$ cat src/rtl/hpw_pkg.sv
// package for the hit pair window straight pid block
// types, register indexes, modes and sizes used by the block's modules
package hpw_pkg;

  localparam int EW = 17;
  localparam int PW = 13;
  localparam int CW = 18;
  localparam int HITS_MAX = 8;
  localparam int SLOT_W = 3;
  localparam int CNT_W = 4;

  // register indexes
  localparam logic [2:0] REG_WIN_MIN = 3'd0;
  localparam logic [2:0] REG_WIN_MAX = 3'd1;
  localparam logic [2:0] REG_WIN_EN  = 3'd2;
  localparam logic [2:0] REG_COEF_A  = 3'd3;
  localparam logic [2:0] REG_COEF_B  = 3'd4;

  // input modes
  localparam logic [1:0] MODE_LEFT   = 2'd0;
  localparam logic [1:0] MODE_RIGHT  = 2'd1;
  localparam logic [1:0] MODE_END    = 2'd2;
  localparam logic [1:0] MODE_UNUSED = 2'd3;

  typedef enum logic [2:0] {
    ST_COLLECT,
    ST_FETCH,
    ST_CHECK,
    ST_CALC,
    ST_OUT,
    ST_EMPTY
  } state_t;

  // commands from controller to datapath
  typedef struct packed {
    logic store_left;
    logic store_right;
    logic set_drop;
    logic clear_event;
    logic fetch;
    logic calc_start;
    logic capture;
    logic load_out;
    logic load_empty;
    logic out_last;
    logic [SLOT_W-1:0] li;
    logic [SLOT_W-1:0] ri;
  } cmd_t;

  // status from datapath to controller
  typedef struct packed {
    logic [CNT_W-1:0] left_count;
    logic [CNT_W-1:0] right_count;
    logic             in_window;
    logic             calc_done;
    logic             out_busy;
  } stat_t;

endpackage

$ cat src/rtl/hpw_sqrt.sv
// iterative square root and straightening arithmetic, one root bit per cycle
// depends on hpw_pkg
module hpw_sqrt (
  input  logic                      clk,
  input  logic                      rst,
  input  logic                      start,
  input  logic [hpw_pkg::EW-1:0]    e,
  input  logic [hpw_pkg::EW-1:0]    de,
  input  logic [hpw_pkg::CW-1:0]    coef_a,
  input  logic signed [hpw_pkg::CW-1:0] coef_b,
  output logic                      done,
  output logic [hpw_pkg::EW-1:0]    ef,
  output logic                      sat
);

  typedef enum logic [2:0] {
    P_IDLE, P_M1, P_M2, P_ROOT, P_FIN
  } phase_t;

  phase_t phase;
  logic [33:0] p_dee;
  logic [33:0] p_dd;
  logic [53:0] rad;
  logic [53:0] rem_v;
  logic [27:0] root;
  logic [4:0]  step;
  logic signed [35:0] be;

  // one restoring step: one root bit per cycle
  logic [55:0] trial;
  logic [55:0] rem_sh;
  always_comb begin
    rem_sh = {rem_v, rad[53:52]};
    trial  = {root, 2'b01};
  end

  logic signed [37:0] t;
  always_comb begin
    t = $signed({2'b00, root, 8'd0}) + 38'(be);
  end

  always_ff @(posedge clk) begin
    if (rst) begin
      phase <= P_IDLE;
      done  <= 1'b0;
    end else begin
      done <= 1'b0;
      case (phase)
        P_IDLE: if (start) begin
          p_dee <= 34'(de) * 34'(e);
          p_dd  <= 34'(de) * 34'(de);
          phase <= P_M1;
        end
        P_M1: begin
          rad   <= {4'd0, p_dee, 16'd0} + 54'(52'(p_dd) * 52'(coef_a));
          be    <= 36'(coef_b) * $signed({1'b0, e});
          phase <= P_M2;
        end
        P_M2: begin
          rem_v <= '0;
          root  <= '0;
          step  <= 5'd0;
          phase <= P_ROOT;
        end
        P_ROOT: begin
          if (rem_sh >= trial) begin
            rem_v <= 54'(rem_sh - trial);
            root  <= {root[26:0], 1'b1};
          end else begin
            rem_v <= rem_sh[53:0];
            root  <= {root[26:0], 1'b0};
          end
          rad  <= {rad[51:0], 2'b00};
          step <= step + 5'd1;
          if (step == 5'd26) phase <= P_FIN;
        end
        P_FIN: begin
          if (t < 0) begin
            ef  <= '0;
            sat <= 1'b1;
          end else if (t[37:16] > 22'd131071) begin
            ef  <= '1;
            sat <= 1'b1;
          end else begin
            ef  <= t[32:16];
            sat <= 1'b0;
          end
          done  <= 1'b1;
          phase <= P_IDLE;
        end
        default: phase <= P_IDLE;
      endcase
    end
  end

endmodule

$ cat src/rtl/hpw_datapath.sv
// hit storage, window compare, held pair result, output register
// depends on hpw_pkg and hpw_sqrt
module hpw_datapath #(
  parameter int MAX_HITS = hpw_pkg::HITS_MAX
) (
  input  logic clk,
  input  logic rst,
  input  hpw_pkg::cmd_t cmd,
  output hpw_pkg::stat_t stat,
  input  logic [hpw_pkg::EW-1:0] hit_energy,
  input  logic signed [hpw_pkg::PW-1:0] hit_x,
  input  logic signed [hpw_pkg::PW-1:0] hit_y,
  input  logic signed [hpw_pkg::PW-1:0] window_min,
  input  logic signed [hpw_pkg::PW-1:0] window_max,
  input  logic window_enable,
  input  logic [hpw_pkg::CW-1:0] coef_a,
  input  logic signed [hpw_pkg::CW-1:0] coef_b,
  output logic m_tvalid,
  input  logic m_tready,
  output logic [63:0] m_tdata,
  output logic m_tlast
);

  localparam int HW = hpw_pkg::EW + 2 * hpw_pkg::PW;

  logic [HW-1:0] left_mem [MAX_HITS];
  logic [HW-1:0] right_mem [MAX_HITS];
  logic [hpw_pkg::CNT_W-1:0] left_count, right_count;
  logic dropped;
  logic [HW-1:0] lh, rh;
  logic [hpw_pkg::SLOT_W-1:0] li_q, ri_q;
  logic [58:0] held;

  // hit stores and counts
  always_ff @(posedge clk) begin
    if (cmd.store_left) left_mem[left_count[hpw_pkg::SLOT_W-1:0]] <= {hit_energy, hit_x, hit_y};
    if (cmd.store_right) right_mem[right_count[hpw_pkg::SLOT_W-1:0]] <= {hit_energy, hit_x, hit_y};
    if (cmd.fetch) begin
      lh   <= left_mem[cmd.li];
      rh   <= right_mem[cmd.ri];
      li_q <= cmd.li;
      ri_q <= cmd.ri;
    end
  end

  always_ff @(posedge clk) begin
    if (rst) begin
      left_count  <= '0;
      right_count <= '0;
      dropped     <= 1'b0;
    end else if (cmd.clear_event) begin
      left_count  <= '0;
      right_count <= '0;
      dropped     <= 1'b0;
    end else begin
      if (cmd.store_left) left_count <= left_count + 1'b1;
      if (cmd.store_right) right_count <= right_count + 1'b1;
      if (cmd.set_drop) dropped <= 1'b1;
    end
  end

  // window compare on fetched pair
  logic signed [hpw_pkg::PW:0] dx, dy;
  always_comb begin
    dx = $signed({rh[2*hpw_pkg::PW-1], rh[2*hpw_pkg::PW-1:hpw_pkg::PW]})
       - $signed({lh[2*hpw_pkg::PW-1], lh[2*hpw_pkg::PW-1:hpw_pkg::PW]});
    dy = $signed({rh[hpw_pkg::PW-1], rh[hpw_pkg::PW-1:0]})
       - $signed({lh[hpw_pkg::PW-1], lh[hpw_pkg::PW-1:0]});
  end

  logic win_ok;
  assign win_ok = !window_enable ||
    (dx >= window_min && dx <= window_max && dy >= window_min && dy <= window_max);

  logic calc_done, sat;
  logic [hpw_pkg::EW-1:0] ef;

  hpw_sqrt u_sqrt (
    .clk(clk), .rst(rst), .start(cmd.calc_start),
    .e(rh[HW-1 -: hpw_pkg::EW]), .de(lh[HW-1 -: hpw_pkg::EW]),
    .coef_a(coef_a), .coef_b(coef_b),
    .done(calc_done), .ef(ef), .sat(sat)
  );

  // counting pair held until the walk knows whether it is the last one
  always_ff @(posedge clk) begin
    if (cmd.capture) begin
      held <= {sat, ri_q, li_q, ef, lh[HW-1 -: hpw_pkg::EW], rh[HW-1 -: hpw_pkg::EW], 1'b1};
    end
  end

  // output register
  always_ff @(posedge clk) begin
    if (rst) begin
      m_tvalid <= 1'b0;
    end else begin
      if (m_tvalid && m_tready) m_tvalid <= 1'b0;
      if (cmd.load_out || cmd.load_empty) m_tvalid <= 1'b1;
    end
    if (cmd.load_out) begin
      m_tdata <= {4'd0, dropped, held};
      m_tlast <= cmd.out_last;
    end else if (cmd.load_empty) begin
      m_tdata <= {4'd0, dropped, 59'd0};
      m_tlast <= 1'b1;
    end
  end

  assign stat.left_count  = left_count;
  assign stat.right_count = right_count;
  assign stat.in_window   = win_ok;
  assign stat.calc_done   = calc_done;
  assign stat.out_busy    = m_tvalid && !m_tready;

endmodule

$ cat config.mk
export PLATFORM = sky130hd
export DESIGN_NAME = hpw_datapath
export DESIGN_NICKNAME = d
export VERILOG_FILES = /design/src/rtl/hpw_pkg.sv /design/src/rtl/hpw_sqrt.sv /design/src/rtl/hpw_datapath.sv
export SDC_FILE = /design/constraint.sdc
export NUM_CORES = 2
export LEC_CHECK = 0
export BUFFER_PORTS_ARGS = -buffer_cell sky130_fd_sc_hd__buf_2
export CORE_MARGIN = 2
export CORE_UTILIZATION = 65
export CTS_CLUSTER_DIAMETER = 150
export DETAILED_ROUTE_END_ITERATION = 16
export PLACE_DENSITY = 0.88
export SETUP_SLACK_MARGIN = 0.4
export SLEW_MARGIN = 40
export SYNTH_ARGS = -nofsm -noshare
export SYNTH_HDL_FRONTEND = slang
export SYNTH_SLANG_ARGS = --single-unit
$ cat constraint.sdc
create_clock -name clk -period 15.1 [get_ports clk]
set_input_delay 3.02 -clock clk [delete_from_list [all_inputs] [get_ports clk]]
set_output_delay 3.02 -clock clk [all_outputs]
set_load 0.02 [all_outputs]
==> results.md <==
- Outcome: finished, final reports clean
- RSZ-0062 raised after global routing: no
- Root Driver: clkbuf_16
- Placement Setup Slack: 5056 ps
- Most frequent CP cell: fa_1
- Async SR Flop Fraction: 0%
- Via count: around 65000
- Largest net degree at the start of global routing: 114
- CTS sink count: 1167
- Core area: 147700 sq um
- Cell row count: 141
- Core Util, Final: 70.26%
- Max Cap Viol: 0
- Buffer and inverter count on the worst path: 4
- Final clock skew: 93.10 ps
- Slowest-stage cell, CP: buf_2
- Die Width: 389.8 um
- Setup ws final: 5692 ps
- CTS clk-pin slew, worst paths: 60 ps
- Num ports: 202
- Hold crit path type: register to register
- Total Routed Length: 259.8 mm
- CTS tree: built
- Cells along the critical path: buf_2 -> nand2_1 -> fa_1 -> fa_1 -> fa_1 -> fa_1 -> inv_1 -> fa_1 -> inv_1 -> fa_1 -> inv_1 -> ha_1 -> a21oi_1 -> o21ai_0 -> a2111o_1 -> o211a_1 -> o21a_1 -> nor4_1 -> o221ai_1 -> a221oi_1 -> xnor2_1 -> o21ai_1
- Post-synth EDFFs: 1153
- Cell taking the most area after synthesis: edfxtp_1
- Crit Path Category: input port to register
- Worst-Margin Slew: roughly 940 ps
- Commonest cells after routing, fill and taps aside: 1703 x inv_1, 1263 x fa_1, 1153 x edfxtp_1, 912 x nand2_1, 642 x and2_1
- First-pass DRT Iterations: 12
- Die boundary height: slightly below 400 um
- Number of fillers in the final layout: 9172
- Most common cell after layout, fill and taps aside: inv_1
- Slowest Stage Delay on Critical Path: 580 ps
- WP data required: 15610 ps
- Final Max Tran Viols: 0
- Initial antenna violation count: 27
- Top delay family on crit path: adder cells
- Clk_lat worst skew: roughly 800 ps
- Final setup TNS: 0 ps
- Overflow left after global routing: 0
- Yosys top cell area share: 35.79%
- Final period util: 62.30%
- Area occupied by multi-input gates: about 54000 sq um
- First-pass GRT wire length: around 400 mm
- Post-Synthesis Cells: approximately 8400
- Max Freq: 106.3 MHz
- IO buf count: 197
- Hold Buf Count CTS: 0
- Full die area: ~150000 sq um
- Synth area leaders: edfxtp_1 36%, fa_1 26%, ha_1 7.6%
- Area growth, synth to finish: 7.255%
- Share of layout cells above drive strength 1: 9.217%
- Via density: a little over 6
- Number of global-route vias before repair: 71400
- Clock buffer depth: 3
- Avg Inst Size Synth: 11.58 sq um
- Nets: around 10000
- Detailed placement HPWL: 168.4 mm
- DRT antenna net count: 0
- H-tree depth: 3
- CTS buffer count: 111
- Worst relative slew slack: 37.51%
- Register area: 34900 sq um
- Hold Vio Cnt, Final: 0
- CTS resizes: 0
- Sequential cell area fraction in the yosys report: about 36%
- DRC errors left: 0
- GP Congestion: 0.9417
- Worst Setup End Kind: register
- Ys flop type: edfxtp_1
- CP Data Arrival Time: 9920 ps
- Flops & latches, synth: 1167
- Starting Density: 65.51%
- Final min period: 9408 ps
- Final setup violating endpoints: 0
- Setup Fix Bufs, Post-CTS: 0
- Synth Warn #: 0
- All-Layer GR Usage: between 30% and 40%
- Distinct cells, synth: 90
- Worst Setup Start Kind: input port
- Routed length per instance: 24.81 um
- Initial DRC Count: between 7000 and 8000
- CP Max Fanout: 33
- Synth Cell Area: around 97000 sq um
-- per-stage QoR --
stage	std cells	hold WS [ps]	area, sq um
after floorplan	8366	400.3	96770
after global placement	10240	403.6	99580
after detailed placement	10250	405.2	99740
after CTS	10460	416.9	103600
after global routing	10470	426.2	103700
final	10470	418.9	103800
-- cells by family after synthesis --
| family | share of synthesized area, % |
|---|---|
| XOR/XNOR | 1.965 |
| AO/OA/AOI/OAI | 4.415 |
| multiplexers | 5.048 |
| AND/OR/NAND/NOR | 10.77 |
| flip-flops | 36.08 |
| other | 0.007763 |
| buffers and inverters | 7.979 |
| adder cells (fa/ha/maj) | 33.74 |
-- metal layers --
layer,routed length (um),GRT usage (%)
met4,19050,22.72
met3,27920,7.707
met2,127000,57.62
met5,166,0
met1,85690,40.77
-- synthesized netlist by cell type (5+ instances only) --
cell and n:
xnor2_1 130, clkbuf_1 296, buf_1 18, a21oi_1 243, buf_6 5, nand2_1 912
nor2_1 271, nor4_1 6, a31oi_1 21, nand4_1 27, or2_2 18, o31ai_1 10
a21o_1 100, o21ai_0 146, a21boi_0 10, and2_1 642, mux4_2 172, o21a_1 34
inv_1 1704, a211o_1 10, edfxtp_1 1153, o41ai_1 8, nor2b_1 59, mux2_2 87
or3_1 15, buf_4 7, fa_1 1264, xor2_1 87, o21bai_1 15, o2111ai_1 6
a211oi_1 21, nand2b_1 37, dfxtp_1 14, and3_1 25, nand3_1 40, o211ai_1 8
ha_1 586, nor3_1 54
-- area by class of cell --
cell class	count	share of cell area, %
sequential	1167	33.64
clock buffer	123	2.721
inverter	1704	6.165
antenna	16	0.03859
tap	1930	2.327
multi-input combinational	5166	52.33
clock inverter	88	1.041
timing repair buffer	280	1.737
-- final timing paths --
check | from | cells past startpoint | end | slack (ps)
min reg2reg | u_sqrt.ef[13]$_SDFFCE_PP0P_ | 0 | held[48]$_DFFE_PP_ | 420
max reg2reg | rh[30]$_DFFE_PP_ | 22 | u_sqrt.p_dee[31]$_DFFE_PP_ | 7440
max | coef_a[3] | 22 | u_sqrt.rad[52]$_DFFE_PP_ | 5690
min | u_sqrt.ef[13]$_SDFFCE_PP0P_ | 0 | held[48]$_DFFE_PP_ | 420
-- state kept, by name, summed over array words and instances (netlist names), 17 cells and up --
| name | flops |
|---|---|
| right_mem | 344 |
| held | 58 |
| u_sqrt.p_dee | 34 |
| u_sqrt.rem_v | 54 |
| u_sqrt.ef | 17 |
| u_sqrt.root | 28 |
| u_sqrt.rad | 54 |
| left_mem | 344 |
| lh | 43 |
| rh | 43 |
| u_sqrt.p_dd | 33 |
| u_sqrt.be | 28 |
| m_tdata | 60 |
Power is not shown: default switching activity piles up to over one toggle a cycle in this logic, so the estimate is an artifact.
