==> src/rtl/hpw_pkg.sv <==
// package for the hit pair window straight pid block
// types, register indexes, modes and sizes used by the block's modules
package hpw_pkg;

  localparam int EW = 17;
  localparam int PW = 13;
  localparam int CW = 18;
  localparam int HITS_MAX = 8;
  localparam int SLOT_W = 3;
  localparam int CNT_W = 4;

  // register indexes
  localparam logic [2:0] REG_WIN_MIN = 3'd0;
  localparam logic [2:0] REG_WIN_MAX = 3'd1;
  localparam logic [2:0] REG_WIN_EN  = 3'd2;
  localparam logic [2:0] REG_COEF_A  = 3'd3;
  localparam logic [2:0] REG_COEF_B  = 3'd4;

  // input modes
  localparam logic [1:0] MODE_LEFT   = 2'd0;
  localparam logic [1:0] MODE_RIGHT  = 2'd1;
  localparam logic [1:0] MODE_END    = 2'd2;
  localparam logic [1:0] MODE_UNUSED = 2'd3;

  typedef enum logic [2:0] {
    ST_COLLECT,
    ST_FETCH,
    ST_CHECK,
    ST_CALC,
    ST_OUT,
    ST_EMPTY
  } state_t;

  // commands from controller to datapath
  typedef struct packed {
    logic store_left;
    logic store_right;
    logic set_drop;
    logic clear_event;
    logic fetch;
    logic calc_start;
    logic capture;
    logic load_out;
    logic load_empty;
    logic out_last;
    logic [SLOT_W-1:0] li;
    logic [SLOT_W-1:0] ri;
  } cmd_t;

  // status from datapath to controller
  typedef struct packed {
    logic [CNT_W-1:0] left_count;
    logic [CNT_W-1:0] right_count;
    logic             in_window;
    logic             calc_done;
    logic             out_busy;
  } stat_t;

endpackage

==> src/rtl/hpw_ctrl.sv <==
// controller: hit collection and pair walk sequencer
// depends on hpw_pkg
module hpw_ctrl #(
  parameter int MAX_HITS = hpw_pkg::HITS_MAX
) (
  input  logic clk,
  input  logic rst,
  input  logic s_tvalid,
  output logic s_tready,
  input  logic [1:0] mode,
  input  hpw_pkg::stat_t stat,
  output hpw_pkg::cmd_t cmd
);

  hpw_pkg::state_t state, state_next;
  logic [hpw_pkg::CNT_W-1:0] li, ri, li_next, ri_next;
  logic any, any_next;
  logic pend, pend_next;
  logic acc, wrap_r, more;

  assign acc = s_tvalid && s_tready;
  assign wrap_r = (ri + 1'b1) >= stat.right_count;
  assign more = !(wrap_r && (li + 1'b1) >= stat.left_count);

  always_ff @(posedge clk) begin
    if (rst) begin
      state <= hpw_pkg::ST_COLLECT;
      li <= '0; ri <= '0; any <= 1'b0; pend <= 1'b0;
    end else begin
      state <= state_next;
      li <= li_next; ri <= ri_next; any <= any_next; pend <= pend_next;
    end
  end

  // next state
  always_comb begin
    state_next = state;
    li_next = li; ri_next = ri; any_next = any; pend_next = pend;
    case (state)
      hpw_pkg::ST_COLLECT: if (acc && mode == hpw_pkg::MODE_END) begin
        li_next = '0; ri_next = '0; any_next = 1'b0;
        if (stat.left_count == '0 || stat.right_count == '0)
          state_next = hpw_pkg::ST_EMPTY;
        else
          state_next = hpw_pkg::ST_FETCH;
      end
      hpw_pkg::ST_FETCH: state_next = hpw_pkg::ST_CHECK;
      hpw_pkg::ST_CHECK: begin
        if (stat.in_window) begin
          state_next = hpw_pkg::ST_CALC;
        end else if (more) begin
          state_next = hpw_pkg::ST_FETCH;
          if (wrap_r) begin li_next = li + 1'b1; ri_next = '0; end
          else ri_next = ri + 1'b1;
        end else if (any) begin
          state_next = hpw_pkg::ST_OUT;
          pend_next = 1'b1;
        end else begin
          state_next = hpw_pkg::ST_EMPTY;
        end
      end
      hpw_pkg::ST_CALC: if (stat.calc_done) begin
        state_next = hpw_pkg::ST_OUT;
        pend_next = 1'b0;
      end
      hpw_pkg::ST_OUT: if (!stat.out_busy) begin
        // pend set: walk is over, the held pair goes out as the last one
        any_next = 1'b1;
        if (pend) begin
          pend_next = 1'b0;
          state_next = hpw_pkg::ST_COLLECT;
        end else if (more) begin
          state_next = hpw_pkg::ST_FETCH;
          if (wrap_r) begin li_next = li + 1'b1; ri_next = '0; end
          else ri_next = ri + 1'b1;
        end else pend_next = 1'b1;
      end
      hpw_pkg::ST_EMPTY: if (!stat.out_busy) state_next = hpw_pkg::ST_COLLECT;
      default: state_next = hpw_pkg::ST_COLLECT;
    endcase
  end

  // outputs
  always_comb begin
    cmd = '0;
    cmd.li = li[hpw_pkg::SLOT_W-1:0];
    cmd.ri = ri[hpw_pkg::SLOT_W-1:0];
    s_tready = 1'b0;
    case (state)
      hpw_pkg::ST_COLLECT: begin
        s_tready = 1'b1;
        if (acc && mode == hpw_pkg::MODE_LEFT) begin
          if (stat.left_count < hpw_pkg::CNT_W'(MAX_HITS)) cmd.store_left = 1'b1;
          else cmd.set_drop = 1'b1;
        end
        if (acc && mode == hpw_pkg::MODE_RIGHT) begin
          if (stat.right_count < hpw_pkg::CNT_W'(MAX_HITS)) cmd.store_right = 1'b1;
          else cmd.set_drop = 1'b1;
        end
      end
      hpw_pkg::ST_FETCH: cmd.fetch = 1'b1;
      hpw_pkg::ST_CHECK: cmd.calc_start = stat.in_window;
      hpw_pkg::ST_OUT: if (!stat.out_busy) begin
        if (pend) begin
          cmd.load_out = 1'b1;
          cmd.out_last = 1'b1;
          cmd.clear_event = 1'b1;
        end else begin
          // send the previous pair, hold the new one
          cmd.capture = 1'b1;
          cmd.load_out = any;
        end
      end
      hpw_pkg::ST_EMPTY: if (!stat.out_busy) begin
        cmd.load_empty = 1'b1;
        cmd.clear_event = 1'b1;
      end
      default: ;
    endcase
  end

endmodule

==> config.mk <==
export PLATFORM = sky130hd
export DESIGN_NAME = hpw_ctrl
export DESIGN_NICKNAME = d
export VERILOG_FILES = /design/src/rtl/hpw_pkg.sv /design/src/rtl/hpw_ctrl.sv
export SDC_FILE = /design/constraint.sdc
export NUM_CORES = 1
export LEC_CHECK = 0
export ABC_CLOCK_PERIOD_IN_PS = 2200
export BUFFER_PORTS_ARGS = -buffer_cell sky130_fd_sc_hd__buf_2
export CORE_MARGIN = 2
export CORE_UTILIZATION = 48
export DETAILED_ROUTE_END_ITERATION = 12
export GPL_TIMING_DRIVEN = 0
export PLACE_DENSITY = 0.76
export SLEW_MARGIN = 20
export SYNTH_ARGS = -nofsm -noshare
export SYNTH_HDL_FRONTEND = slang
export SYNTH_SLANG_ARGS = --single-unit
export TNS_END_PERCENT = 20
==> constraint.sdc <==
create_clock -name clk -period 2.2 [get_ports clk]
set_input_delay 0 -clock clk [delete_from_list [all_inputs] [get_ports clk]]
set_output_delay 0 -clock clk [all_outputs]
set_load 0.05 [all_outputs]
==> results.md, run 1 <==
* Status: finished with violations
* Failing checks: negative setup slack
* Leak at 0.7744 nW
* Max H-tree Level at 1
* Most common cell after layout, fill and taps aside: buf_2
* Die area at 3107 um^2
* DR iter-0 viols at 58
* R2r startpoint: ri[0]
* Worst slew pin tran at 0.5261 ns
* Sw Ratio at 49.89%
* Syn avg cell area at 7.695 um^2
* Vias in the first global route at 1,377
* Drt via density at 5.750
* Final nets at 241
* Power Internal at 529.5 uW
* Die Y at 55.74 um
* Sequential share of power at 26.6%
* DP Wirelength at 2530 um
* Initial antenna violation count at 0
* Clk buf depth at 2
* Synth Register Bits at 13
* Synth Cell Area at 1285 um^2
* Fillers at 214
* Sequential share of the synthesized area at 20.25%
* FP Rows at 18
* Reg clk slew, reported paths at 0.09 ns
* Fin. Hold Viols at 0
* Hold_ws at 0.1435 ns
* Antenna diode count at 0
* Initial cell density of the core at 51.40%
* Largest net degree at the start of global routing at 11
* Clock power share at 14.3%
* CTS tree: done
* Final period util at 104.5%
* Final setup violation count at 4
* Hold WC Path Type: input pin to flop
* Critical path data arrival time at 2.50 ns
* Yosys Warn Count at 0
* Post-route DRC at 0
* Routability cong. at 0.9283
* VDD IR max at 0.5014 mV
* Drt first pass iters at 4
* Pre-CTS setup slack at -0.3139 ns
* Slew Limit Headroom at 64.93%
* CTS Hold Bufs at 0
* Async set or reset register ratio after synthesis at 0%
* Total nets after synthesis at 193
* Reg2reg end: li[0]
* Worst hold endpoint: state[1]
* Setup CP Type: flop to flop
* Critical path data required time at 2.40 ns
* Final ANT Viol Nets at 0
* CTS buffer count at 3
* CP max-delay cell: or4_4
* IO Port Bufs at 31
* Crit path max fanout at 5
* First-pass GRT wire length at 5851 um
* Final WS setup at -0.09850 ns
* Slew Viols, Final at 0
* Clock latency on the worst-skew pair at 0.28 ns
* Vias at 1,403
* Gr usage total at 23.09%
* Synthesized instance count at 167
* R2R cell count at 11
* Clk root buf: clkbuf_4
* Clk_skew at 0.008143 ns
* Combinational share of power at 59.1%
* Routed WL per cell at 14.39 um
* Layout cells sized above 1 at 37.85%
* Max Cap Viol at 0
* Yosys cell types at 49
* Crit. Startpoint: ri[0]
* Total core area at 2500 um^2
* Switching power total at 527.3 uW
* Min-delay src: stat[1]
* Max stage delay on crit path at 0.52 ns
* Power per cell area at 615.2 nW/um^2
* # clock sinks at 13
* CP Capture Type: flop
* Ports at 33
* R2R setup slack at -0.1 ns
* Setup TNS at -0.1424 ns
* Hold path cells at 4
* Unrepaired setup endpoints after global routing: true
* Fmax at 0.4351 GHz
* Critical Path Start Type: flop
* Post-synth EDFFs at 0
* Most frequent cells in the layout: buf_2 (31), buf_4 (18), inv_1 (13)
* Crit-path cells: ha_4 > nand2b_1 > nand2_2 > ha_1 > o21a_1 > nor2_2 > a21o_1 > buf_6 > buf_4 > or4_4 > o31ai_2
* WL final at 3512 um
* GRT Residual Overflow at 0
* Die X at 55.74 um
* Layout Area Growth over Synthesis at 33.69%
* Fin crit period at 2.299 ns
* Overall Power at 1.057 mW
* Post-synth top flop: dfxtp_1
==> worst max-delay path by stage <==
stage / endpoint / slack, ns
after CTS: li[0] / -0.11
after global placement: li[0] / -0.27
after detailed placement: li[0] / -0.31
after floorplan: cmd[14] / -0.15
after global routing: li[0] / -0.20
final: li[0] / -0.1
==> cell usage after synthesis (all sizes together) (2+ instances only) <==
master / n / share of area, %
nand3: 6 / 2.3
ha: 10 / 9.7
o31ai: 5 / 3.3
mux2i: 5 / 3.9
a21o: 3 / 1.8
o41ai: 2 / 1.4
o211ai: 3 / 1.8
nor3: 15 / 7.1
nand3b: 3 / 2.7
o311ai: 2 / 1.4
nand2b: 4 / 2.5
nand2: 12 / 3.5
a31oi: 2 / 0.97
o21a: 4 / 2.3
dfxtp: 13 / 20
nor2b: 3 / 1.5
buf: 8 / 5.0
nor4: 3 / 1.5
a21oi: 6 / 2.3
and2: 2 / 0.97
inv: 13 / 3.8
xnor2: 2 / 1.4
nor2: 13 / 4.2
clkbuf: 6 / 1.8
o21ai: 8 / 3.4
==> per-stage QoR <==
| stage | instances | utilization (%) | instance area, um^2 |
|---|---|---|---|
| floorplan | 167 | - | 1300 |
| global placement | 228 | 59.71 | 1493 |
| detailed placement | 228 | 59.71 | 1493 |
| CTS | 241 | 66.12 | 1653 |
| global route | 244 | 68.72 | 1718 |
| finish | 244 | 68.72 | 1718 |
==> registers in the layout, indices dropped and copies added, names as in the netlist <==
signal	count
any	1
ri	4
state	3
li	4
pend	1
==> critical path, delay by kind of cell (launching register included) <==
family / cells / cell delay, ns
buffers and inverters: 2 / 0.26
AO/OA/AOI/OAI: 3 / 0.45
flip-flops: 1 / 0.37
AND/OR/NAND/NOR: 4 / 0.72
adder cells (fa/ha/maj): 2 / 0.43
==> repair_timing <==
item / in CTS / in global routing
pin swaps: 2 / 2
endpoints found under the setup margin: 11 / 11
resized for setup: 16 / 8
setup buffers: 9 / 3
==> logic make-up after synthesis <==
family	after synthesis	share of synthesized area [%]
compound gates	42	23.95
xor+xnor	3	2.045
flops	13	20.25
mux	5	3.895
fa+ha+maj	10	9.737
simple gates	67	29.60
buf+inv	27	10.52
==> power groups by stage <==
| stage | sequential, mW | combinational [mW] | clock [mW] |
|---|---|---|---|
| after floorplan | 0.279 | 0.450 | 0 |
| after detailed placement | 0.286 | 0.573 | 0 |
| after global routing | 0.284 | 0.672 | 0.164 |
| after global placement | 0.284 | 0.561 | 0 |
| final | 0.281 | 0.624 | 0.151 |
| after CTS | 0.281 | 0.595 | 0.159 |
==> routing by layer <==
layer	vias up	GRT usage [%]	part of all wire (%)
met5	-	0	0
met2	39	39.97	49
met4	0	8.014	1.0
met1	664	27.66	45
li1	696	-	-
met3	4	5.581	4.8
==> cell type report <==
class                           count  area [um^2]  share of cell area [%]
Sequential cell                    13        272.8                   15.88
Timing Repair Buffer               43        257.7                   15.00
Multi-Input combinational cell    127        988.4                   57.54
Tap cell                           30        37.54                   2.185
Inverter                           13        48.80                   2.840
Buffer                             14        86.33                   5.025
Clock buffer                        4        26.28                   1.529
Power figures use the tool's default switching activity.
==> run 2: changes to the inputs <==
Settings changed: ABC_AREA from default to 1.
==> results.md, run 2 <==
* Status: complete, no violations
* Fin. Hold Viols at 0 (unchanged)
* Crit. Startpoint: ri[0]
* Post-synth top flop: dfxtp_1
* Fin cells at 283 (+16%)
* Most frequent cells in the layout: nand2_1 (46), inv_1 (37), buf_2 (32)
* Leak at 0.9486 nW (+22%)
* Synthesized instance count at 213 (+28%)
* Ports at 33 (unchanged)
* VDD IR max at 0.9006 mV (+80%)
* Critical path data arrival time at 2.26 ns (-0.24 ns)
* Fin crit period at 2.075 ns (-0.2233 ns)
* R2R setup slack at 0.12 ns (+0.22 ns)
* Area post-placement at 1563 um^2 (+4.7%)
* Largest area contributor in the netlist: dfxtp_1
* CP max-delay cell: dfxtp_4
* Worst slew pin tran at 0.3167 ns (-0.2094 ns)
* Vias at 1,381 (-1.6%)
* Max stage delay on crit path at 0.38 ns (-0.14 ns)
* Gr usage total at 17.93% (-5.2 points)
* Top post-synthesis cells by area: dfxtp_1 (19%), nand2_1 (13%), inv_1 (11%)
* Sw Ratio at 56.08% (+6.2 points)
* Buf/Inv on CP at 2 (unchanged)
* Most common cell after layout, fill and taps aside: nand2_1
* Design area at 1680 um^2 (-2.2%)
* Hold_ws at 0.1100 ns (-0.03346 ns)
* DR iter-0 viols at 63 (+8.6%)
* Sequential share of power at 18.4% (-8.2 points)
* Reg clk slew, reported paths at 0.09 ns (about the same)
* Layout Area Growth over Synthesis at 23.78%
* Final setup violation count at 0 (-4)
* Placed cells at 276 (+21%)
* Drt via density at 4.880 (-15%)
* Crit path max fanout at 6 (+1)
* Slew Viols, Final at 0 (unchanged)
* Clk_skew at 0.009446 ns (+0.001303 ns)
* Max H-tree Level at 1 (unchanged)
* Routed WL per cell at 10.36 um (-28%)
* Combinational share of power at 74.7% (+16 points)
* Die X at 57.18 um (+2.6%)
* Power Internal at 1.021 mW (+93%)
* Synth Cell Area at 1358 um^2 (+5.6%)
* Post-synth EDFFs at 0 (unchanged)
* WL final at 2931 um (-17%)
* Hold path cells at 5 (+1)
* R2R cell count at 12 (+1)
* R2r startpoint: ri[0]
* Clk root buf: clkbuf_4
* First-pass GRT wire length at 4781 um (-18%)
* Vias in the first global route at 1,124 (-18%)
* Setup CP Type: flop to flop
* CP Capture Type: flop
* Max Cap Viol at 0 (unchanged)
* Worst hold endpoint: state[1]
* CTS buffer count at 3 (unchanged)
* Sequential share of the synthesized area at 19.17% (-1.1 points)
* Switching power total at 1.304 mW (+150%)
* Critical path data required time at 2.38 ns (-0.02 ns)
* Setup TNS at 0 ns (+0.1424 ns)
* Initial antenna violation count at 0 (unchanged)
* Die area at 3270 um^2 (+5.2%)
* Fillers at 257 (+20%)
* Total nets after synthesis at 239 (+24%)
* Slew Limit Headroom at 78.85% (+14 points)
* Final nets at 279 (+16%)
* Largest net degree at the start of global routing at 11 (unchanged)
* Fmax at 0.4819 GHz (+11%)
* Syn avg cell area at 6.373 um^2 (-17%)
* Yosys cell types at 33 (-33%)
* Clock power share at 6.9% (-7.4 points)
* Regs by FF count: li (4), ri (4), state (3)
* CTS tree: done
* IO Port Bufs at 32 (+3.2%)
* Final period util at 94.33% (-10 points)
* Clk buf depth at 2 (unchanged)
* Layout cells sized above 1 at 32.94% (-4.9 points)
* Post-synth top area share at 19.17% (-1.1 points)
* Hold WC Path Type: input pin to flop
* Antenna diode count at 0 (unchanged)
* Reg2reg end: li[2]
* Critical Path Start Type: flop
* Pre-CTS setup slack at -0.09693 ns (+0.2170 ns)
* Clock latency on the worst-skew pair at 0.29 ns (about the same)
* Total core area at 2710 um^2 (+8.4%)
* Top cells by count, synth: nand2_1 (48), inv_1 (38), nor2_1 (25)
* Yosys Warn Count at 0 (unchanged)
* Delay-heaviest family, CP: adder cells
* Crit-path cells: ha_1 > xor2_2 > ha_1 > nand2_1 > inv_2 > nand3_2 > inv_1 > nor2_1 > o21bai_1 > nand4_1 > nand2_1 > nor2_1
* Initial cell density of the core at 50.09% (-1.3 points)
* Min-delay src: stat[2]
* Final WS setup at 0.1247 ns (+0.2233 ns)
* Power per cell area at 1383 nW/um^2 (+120%)
* # clock sinks at 13 (unchanged)
* GRT Residual Overflow at 0 (unchanged)
* Die Y at 57.18 um (+2.6%)
* Most frequent cell after synthesis: nand2_1
* Async set or reset register ratio after synthesis at 0% (unchanged)
* Drt first pass iters at 4 (unchanged)
* Final ANT Viol Nets at 0 (unchanged)
* Post-route DRC at 0 (unchanged)
* FP Rows at 19 (+1)
* DP Wirelength at 2347 um (-7.2%)
* Routability cong. at 0.9410 (+1.4%)
* Synth Register Bits at 13 (unchanged)
run 2: cells by family after synthesis:
logic type	count (synthesis)	share of synthesized area (%)
fa+ha+maj	10	9.217
compound gates	18	8.756
buf+inv	50	15.48
simple gates	118	44.79
xor+xnor	4	2.580
flops	13	19.17
run 2: area by class of cell:
class / instances / area, um^2 / share of cell area, %
buffer: 6 / 45.04 / 2.681
clock buffer: 4 / 26.28 / 1.564
inverter: 44 / 165.2 / 9.829
multi-input combinational: 150 / 948.4 / 56.44
sequential: 13 / 271.5 / 16.16
tap: 31 / 38.79 / 2.308
timing repair buffer: 35 / 185.2 / 11.02
run 2: worst max-delay path by stage:
| stage | endpoint | slack, ns | cells past startpoint |
|---|---|---|---|
| final | li[2] | 0.12 | 12 |
| after global routing | ri[2] | -0.02 | 13 |
| after CTS | ri[2] | 0.02 | 14 |
| after detailed placement | ri[2] | -0.1 | 14 |
| after global placement | ri[2] | -0.04 | 14 |
| after floorplan | ri[2] | 0.24 | 14 |
run 2: timing repair:
action,in CTS,in global routing
resized for setup,3,14
pin swaps,0,1
hold buffers,1,0
hold endpoints to repair,3,0
endpoints found under the setup margin,7,11
buffers inserted,0,2
run 2: per-layer routing:
metal | up-vias | global-route usage (%) | share of wire, %
met5 | - | 0 | 0
met4 | 0 | 4.983 | 0.75
met3 | 2 | 2.268 | 4.9
met2 | 33 | 26.93 | 45
met1 | 602 | 26.92 | 50
li1 | 744 | - | -
run 2: worst register-to-register path: stages (launching register included):
cell      delay, ns
dfxtp_4        0.38
ha_1           0.23
xor2_2         0.15
ha_1           0.30
nand2_1        0.07
inv_2          0.07
nand3_2        0.11
inv_1          0.08
nor2_1         0.04
o21bai_1       0.27
nand4_1        0.15
nand2_1        0.09
nor2_1         0.05
run 2: power by group through the flow:
stage | Combinational (mW) | Clock [mW] | Sequential, mW
2_1_floorplan | 1.36 | 0 | 0.389
3_3_place_gp | 1.60 | 0 | 0.408
3_5_place_dp | 1.62 | 0 | 0.410
4_1_cts | 1.64 | 0.167 | 0.409
5_1_grt | 1.93 | 0.173 | 0.441
6_report | 1.74 | 0.160 | 0.427
run 2: per-stage QoR:
stage / utilization, % / total power, mW
global route: 62.00 / 2.544
CTS: 59.42 / 2.213
global placement: 57.66 / 2.008
finish: 62.00 / 2.325
floorplan: - / 1.748
detailed placement: 57.66 / 2.028
==> run 3: changes to the inputs <==
==> constraint.sdc (replaced) <==
create_clock -name clk -period 2.2 [get_ports clk]
set_input_delay 0.22 -clock clk [delete_from_list [all_inputs] [get_ports clk]]
set_output_delay 0.22 -clock clk [all_outputs]
set_load 0.05 [all_outputs]
==> results.md, run 3 (synthesis results as in run 2) <==
* Sequential share of power at 18.4% (about the same)
* Hold WC Path Type: input pin to flop
* Critical Path Start Type: flop
* R2R setup slack at 0.13 ns (about the same)
* Layout cells sized above 1 at 33.07% (+0.13 points)
* Power Internal at 1.020 mW (about the same)
* GRT Residual Overflow at 0 (unchanged)
* Final period util at 94.25% (about the same)
* Worst path depth at 12 (unchanged)
* Crit. Startpoint: ri[0]
* Drt first pass iters at 4 (unchanged)
* Leak at 0.9444 nW (-0.44%)
* Critical path data arrival time at 2.26 ns (about the same)
* VDD IR max at 0.9019 mV (+0.14%)
* Delay-heaviest family, CP: adder cells
* Clk root buf: clkbuf_4
* Drt via density at 4.947 (+1.4%)
* CP max-delay cell: dfxtp_4
* Max H-tree Level at 1 (unchanged)
* CTS buffer count at 3 (unchanged)
* Vias at 1,395 (+1.0%)
* Initial antenna violation count at 0 (unchanged)
* Die area at 3270 um^2 (unchanged)
* Min-delay src: rst
* Hold_ws at 0.1344 ns (+0.02437 ns)
* WL final at 2924 um (-0.24%)
* Combinational share of power at 74.8% (about the same)
* Most common cell after layout, fill and taps aside: nand2_1
* Final nets at 278 (-0.36%)
* DP Wirelength at 2347 um (unchanged)
* Gr usage total at 17.83% (-0.094 points)
* Final ANT Viol Nets at 0 (unchanged)
* R2r startpoint: ri[0]
* Regs by FF count: li (4), ri (4), state (3)
* Worst slew pin tran at 0.3126 ns (-0.004013 ns)
* Reg2reg end: li[2]
* Total core area at 2710 um^2 (unchanged)
* Post-route DRC at 0 (unchanged)
* Power per cell area at 1392 nW/um^2 (+0.63%)
* Setup TNS at 0 ns (unchanged)
* Switching power total at 1.305 mW (+0.11%)
* Routed WL per cell at 10.37 um (+0.11%)
* Storage cell area at 271.5 um^2 (unchanged)
* Status: complete, no violations
* Multi-input gate area at 948.4 um^2 (unchanged)
* Clock power share at 6.9% (about the same)
* Ports at 33 (unchanged)
* Critical path data required time at 2.38 ns (about the same)
* Fin. Hold Viols at 0 (unchanged)
* Clk buf depth at 2 (unchanged)
* Largest net degree at the start of global routing at 11 (unchanged)
* R2R cell count at 12 (unchanged)
* Routability cong. at 0.9410 (unchanged)
* Most frequent cells in the layout: nand2_1 (46), inv_1 (37), buf_2 (32)
* Hold path cells at 2 (-3)
* Crit path max fanout at 6 (unchanged)
* Fmax at 0.4823 GHz (about the same)
* Initial cell density of the core at 50.09% (unchanged)
* Die Y at 57.18 um (unchanged)
* Layout Area Growth over Synthesis at 23.04%
* CP Capture Type: flop
* Final setup violation count at 0 (unchanged)
* Fin crit period at 2.073 ns (-0.001823 ns)
* Clk_skew at 0.008883 ns (-0.0005630 ns)
* Crit-path cells: ha_1 > xor2_2 > ha_1 > nand2_1 > inv_2 > nand3_2 > inv_1 > nor2_1 > o21bai_1 > nand4_1 > nand2_1 > nor2_1
* Die X at 57.18 um (unchanged)
* CTS tree: done
* CTS Hold Bufs at 0 (-1)
* First-pass GRT wire length at 4754 um (-0.56%)
* # clock sinks at 13 (unchanged)
* Buf/Inv on CP at 2 (unchanged)
* Slew Limit Headroom at 79.11% (+0.27 points)
* Antenna diode count at 0 (unchanged)
* Clock latency on the worst-skew pair at 0.29 ns (about the same)
* IO Port Bufs at 32 (unchanged)
* Overall Power at 2.325 mW (about the same)
* Max Cap Viol at 0 (unchanged)
* Reg clk slew, reported paths at 0.09 ns (about the same)
* Setup CP Type: flop to flop
* Sw Ratio at 56.12% (about the same)
* FP Rows at 19 (unchanged)
* Fillers at 259 (+0.78%)
* Worst hold endpoint: state[0]
* Vias in the first global route at 1,114 (-0.89%)
* DR iter-0 viols at 64 (+1.6%)
* Slew Viols, Final at 0 (unchanged)
* Max stage delay on crit path at 0.38 ns (about the same)
-- run 3: metrics by stage --
stage / instances / instance area [um^2] / setup slack (ns) / util (%)
6_report: 282 / 1670 / 0.1266 / 61.63
5_1_grt: 282 / 1670 / -0.02223 / 61.63
4_1_cts: 280 / 1600 / 0.01601 / 59.05
3_5_place_dp: 276 / 1563 / -0.09693 / 57.66
3_3_place_gp: 276 / 1563 / -0.04016 / 57.66
2_1_floorplan: 213 / 1364 / 0.07952 / -
-- run 3: timing repair --
item,4_1_cts,5_1_grt
gates cloned,0,0
pin swaps,0,1
gates resized for setup,3,14
setup buffers,0,2
endpoints found under the setup margin,7,11
-- run 3: worst max-delay path by stage --
stage / endpoint
CTS: ri[2]
detailed placement: ri[2]
finish: li[2]
floorplan: cmd[13]
global route: ri[2]
global placement: ri[2]
-- run 3: final cells by class --
class,instances,area share (%)
plain buffers,6,2.697
clock buffers,4,1.573
flip-flops and latches,13,16.25
multi-input cells,150,56.78
repair buffers,34,10.49
well taps,31,2.322
inverters,44,9.888
-- run 3: per-layer routing --
metal / vias to the layer above / part of all wire (%) / GRT usage [%]
met4: 0 / 0.75 / 4.983
met3: 2 / 6.4 / 2.268
li1: 744 / - / -
met2: 41 / 45 / 26.60
met1: 608 / 48 / 26.92
met5: - / 0 / 0
-- run 3: power groups by stage --
stage / logic [mW] / clock network [mW] / registers, mW
global route: 1.93 / 0.173 / 0.441
CTS: 1.64 / 0.167 / 0.409
detailed placement: 1.62 / 0 / 0.410
finish: 1.74 / 0.160 / 0.427
floorplan: 1.36 / 0 / 0.389
global placement: 1.60 / 0 / 0.408
